==> src/design/cpc_ram.sv <==
// Generic single-write, single-read RAM with a registered read port.
// Read-first on a same-address collision. No dependencies.
module cpc_ram #(
    parameter int WIDTH = 8,
    parameter int DEPTH = 512
) (
    input  logic                     aclk,
    input  logic                     we,
    input  logic [$clog2(DEPTH)-1:0] waddr,
    input  logic [WIDTH-1:0]         wdata,
    input  logic                     re,
    input  logic [$clog2(DEPTH)-1:0] raddr,
    output logic [WIDTH-1:0]         rdata
);

    logic [WIDTH-1:0] mem [DEPTH];

    always_ff @(posedge aclk) begin
        if (we) begin
            mem[waddr] <= wdata;
        end
        if (re) begin
            rdata <= mem[raddr];
        end
    end

endmodule

==> config.mk <==
export PLATFORM = sky130hd
export DESIGN_NAME = cpc_ram
export DESIGN_NICKNAME = d
export VERILOG_FILES = /design/src/design/cpc_ram.sv
export SDC_FILE = /design/constraint.sdc
export NUM_CORES = 2
export LEC_CHECK = 0
export BUFFER_PORTS_ARGS = -buffer_cell sky130_fd_sc_hd__buf_2
export CAP_MARGIN = 10
export CORE_AREA = 10 10 812 814
export DETAILED_ROUTE_END_ITERATION = 7
export DIE_AREA = 0 0 822 824
export GPL_TIMING_DRIVEN = 0
export RECOVER_POWER = 50
export SETUP_SLACK_MARGIN = 0.5
export SLEW_MARGIN = 20
export SYNTH_ARGS = -nofsm -noshare
export SYNTH_HDL_FRONTEND = slang
export SYNTH_SLANG_ARGS = --single-unit
==> constraint.sdc <==
create_clock -name aclk -period 3.1 [get_ports aclk]
set_input_delay 0.155 -clock aclk [delete_from_list [all_inputs] [get_ports aclk]]
set_output_delay 0.155 -clock aclk [all_outputs]
set_load 0.05 [all_outputs]
Word level (Yosys, flattened, before mapping)
Memories as Yosys holds them, arrays and structs flattened. A register that Yosys moved wholly into a read port is not among the register bits.
Cells that the tools add are included.
{"block": "totals", "ff_bits": 0, "ram_bits": 4096, "in_bits": 29, "out_inout_bits": 8, "word_cells": 3, "n_memories": 1}
{"block": "op_classes", "muxes": 2}
{"memory": "mem", "words": 512, "word_bits": 8, "read_ports": 1, "rd_ports_with_merged_regs": 1, "wr": 1, "line_no": "16", "source": "logic [WIDTH-1:0] mem [DEPTH];"}
{"cell": "$mux 1", "n": 2}

Logic depth before layout (Yosys ltp)
{"block": "logic_depth", "depth_word": 2, "depth_mapped": 12, "depth_no_buf": 7}

Worst setup path after synthesis
No wires, ideal clock.
{"block": "synth_path", "kind": "input to register", "start": "input port raddr[0]", "end": "register rdata[0] (read register of mem), data pin", "setup_time_ps": 257, "arrival_ps": 2009, "t_required_ps": 2843, "slack_ps": 834, "stages": 10, "n_path_buf": 4, "cell_sequence": "buf_4 buf_12 buf_12 buf_2 mux4_2 o21ai_0 nand3_1 nand4_1 o21ai_0 o2111a_1"}
{"item": "from (decl)", "line_no": "12", "source": "input logic [$clog2(DEPTH)-1:0] raddr,"}
{"item": "to (decl)", "line_no": "13", "source": "output logic [WIDTH-1:0] rdata"}

Worst setup path in the final report
{"block": "layout_path", "start": "input port we", "end": "memory mem[267][4] (enable)"}
{"block": "layout_via", "elab_chain_cells": 2}
{"item": "from (decl)", "line_no": "8", "source": "input logic we,"}
{"item": "$mux 1", "line_no": "19", "source": "if (we) begin"}
{"item": "$mux 1 (implied by the code)", "line_no": "20", "source": "mem[waddr] <= wdata;"}
{"item": "to (decl)", "line_no": "16"}
No other way between the ends.

==> run_results.csv <==
group,metric,value,unit
logic_synthesis,synth_fp_nets,8059,
flow_run,drv_cap,14,
floorplan,die_h,824,um
logic_synthesis,synth_xor_xnor_area_share,0,
global_route,top_usage_layer,"met2",
logic_synthesis,synth_top_family_by_area,"multiplexers",
routing,drt-total-wl,607000,um
logic_synthesis,yosys_register_bits,4104,
logic_synthesis,yosysUniqueCellTypes,50,
logic_synthesis,async_flop_share,0,
logic_synthesis,ys_seq_area_frac,0.770,
floorplan,dieArea,677000,um2
place,globalplace.congestion,0.999,
routing,wire_per_inst,34.5,um
routing,drt_iter0_markers,15745,
cts,cts-buffers-inserted,414,
floorplan,num_rows,295,
routing,vias_per_cell,5.20,
cells_and_area,mostFrequentLayoutCells,"edfxtp_1, mux2i_1, mux4_2",
cts,cts.sinks,4104,
timing,layout_min_cycle_time,3.17,ns
setup_path,critPathMaxFanout,11,
timing,fin_crit_sh,1.02,
run_status,status,"finished, violations left",
cts,clkSlewWorstSetupHoldPaths,0.06,ns
cts,h-tree-depth,5,
logic_synthesis,synth_edf_count,4104,
min_path,hold_path.class,"in2reg",
logic_synthesis,yosys_warnings,0,
cells_and_area,nets,8652,
logic_synthesis,synth.cell_area,160000,um2
floorplan,start_util,0.249,
timing,worst_slew_pin_slew,2.27,ns
global_route,use_met3,0.0690,
timing,timing.final.ws_setup,-0.0650,ns
global_route,use_met1,0.208,
global_route,grt_use_met2,0.247,
timing,rsz0062_at_grt,"true",
logic_synthesis,synth.mux.area_fraction,0.142,
global_route,grt_max_degree,127,
logic_synthesis,synthSimpleGateAreaFrac,0.0263,
cts,cts_tree,"yes",
timing,finalSetupViolCount,14,
global_route,grt_use_total,0.170,
floorplan,pin_count,37,
power,power.density,628,nW/um2
routing,drc_errors,0,
logic_synthesis,synthAdderAreaFrac,0,
setup_path,crit_required,3.62,ns
place,dp_hpwl,433000,um
logic_synthesis,synth_top_flop_cell,"edfxtp_1",
setup_path,critical_path_arrival,3.68,ns
setup_path,critPathLaunchType,"input port",
global_route,grt_pass1_vias,85774,
timing,maxSlewViolCount,965,
global_route,grt_pass1_wl,789000,um
power,p_leak,58.5,nW
place,port_buffers,32,
global_route,grt_antenna_before_repair,81,
routing,antenna_left,0,
cells_and_area,fill_cells,62498,
floorplan,core_area,643000,um2
run_status,failed_checks,"capacitance limit, slew limit, setup timing",
logic_synthesis,synth_area_per_cell,19.9,um2
setup_path,crit_type,"in2reg",
timing,finClkSkew,0.0742,ns
setup_path,cp-end-kind,"flip-flop",
cts,clock_latency,1.02,ns
timing,slew_headroom,-0.511,
timing,clock.fmax,0.316,GHz
timing,whs,0.0622,ns
cells_and_area,syn2layout_area_growth,18.1,%
global_route,grt_overflow_total,0,
routing,first_pass_iters,8,
power,ir_drop,0.548,mV
routing,vias,91712,
cells_and_area,final_core_util,0.294,
logic_synthesis,synth_compound_area_frac,0.0431,
timing,finalHoldViolCount,0,
cells_and_area,fin_cells,17627,
cts,cts_buffer_depth,4,
logic_synthesis,synthCells,8030,
place,dpl_worst_slack,-2.04,ns
cells_and_area,final_common_cell,"edfxtp_1",
cells_and_area,drive_gt1_frac,0.222,
place,dp_cells,16804,
cts,root_buffer,"clkbuf_16",
floorplan,die_w,822,um
==> worst paths after layout <==
kind                                 to  slack [ns]                  start  depth (start not counted)
setup / recovery  mem[267][4]$_DFFE_PP_       -0.07                     we                          7
hold / removal     mem[17][6]$_DFFE_PP_        0.06               waddr[2]                          4
setup reg to reg     rdata[7]$_DFFE_PP_        0.32  mem[139][7]$_DFFE_PP_                          6
hold reg to reg      rdata[4]$_DFFE_PP_        1.35  mem[155][4]$_DFFE_PP_                          4
==> timing repair <==
item                                    CTS  global route
gates resized for setup                 338           116
hold buffers                             12             0
buffers inserted                          0             4
setup endpoints to repair                 8             8
cloned                                    0             0
pin swaps                                 0            10
endpoints found under the hold margin  1389             0
==> power by group <==
group | leakage (nW) | internal [mW] | switching (mW)
clock | 6.38 | 27.6 | 21.9
sequential | 36.9 | 61.1 | 0.0315
combinational | 15.2 | 2.15 | 5.83
total | 58.5 | 90.9 | 27.7
==> per-stage QoR <==
stage	setup TNS [ns]	area, um2	power [mW]
floorplan	0	160000	65.3
global placement	-	171000	69.9
detailed placement	-48.85	174000	69.8
CTS	0	189000	118
global route	0	189000	121
finish	-0.477	189000	119
==> registers in the layout, summed over array words and instances (netlist names) <==
register  count
mem        4096
rdata         8
==> worst max-delay path: stages <==
cell      delay (ns)
buf_2           0.12
nand2_1         0.06
nor2_1          0.07
nand3_1         0.34
clkbuf_1        0.39
clkbuf_1        1.62
nor2_1          0.84
==> final cells by class <==
type | instances | area [um2] | share of cell area
flip-flops and latches | 4104 | 123000 | 0.652
multi-input cells | 3410 | 34900 | 0.185
clock buffers | 509 | 10900 | 0.0575
well taps | 8613 | 10800 | 0.0570
plain buffers | 513 | 3680 | 0.0195
repair buffers | 177 | 3100 | 0.0164
clock inverters | 251 | 2270 | 0.0120
diodes | 47 | 118 | 0.000622
inverters | 3 | 15.0 | 0.0000795
==> kinds of logic (layout without fill, tap and decap cells) <==
family	after synthesis	after routing
AO/OA/AOI/OAI	979	979
buffers and inverters	516	1453
flip-flops	4104	4104
multiplexers	1451	1451
other	0	47
AND/OR/NAND/NOR	980	980
==> routing by layer <==
layer / vias up / wire length (um)
met5: - / 448
met4: 36 / 46200
met3: 1502 / 85600
met2: 7061 / 259000
met1: 48344 / 216000
li1: 34769 / -
==> cells in the mapped netlist, types with 36 or more instances <==
library cell  number  area [um2]
nor4_1            36         225
a22oi_1           61         458
buf_1             41         154
o22ai_1          163        1020
buf_6             64         721
nor3_1           109         546
a21oi_1          194         971
edfxtp_1        4104      123000
buf_2             57         285
mux2i_1          797        7980
o21ai_0          118         591
nand2_1          111         417
nor2_1           597        2240
mux4_2           654       14700
clkbuf_1         265         995
o221ai_1         371        3250
nand3_1           36         180
buf_4             70         526
Note: power is estimated with default switching activity, not from simulation.
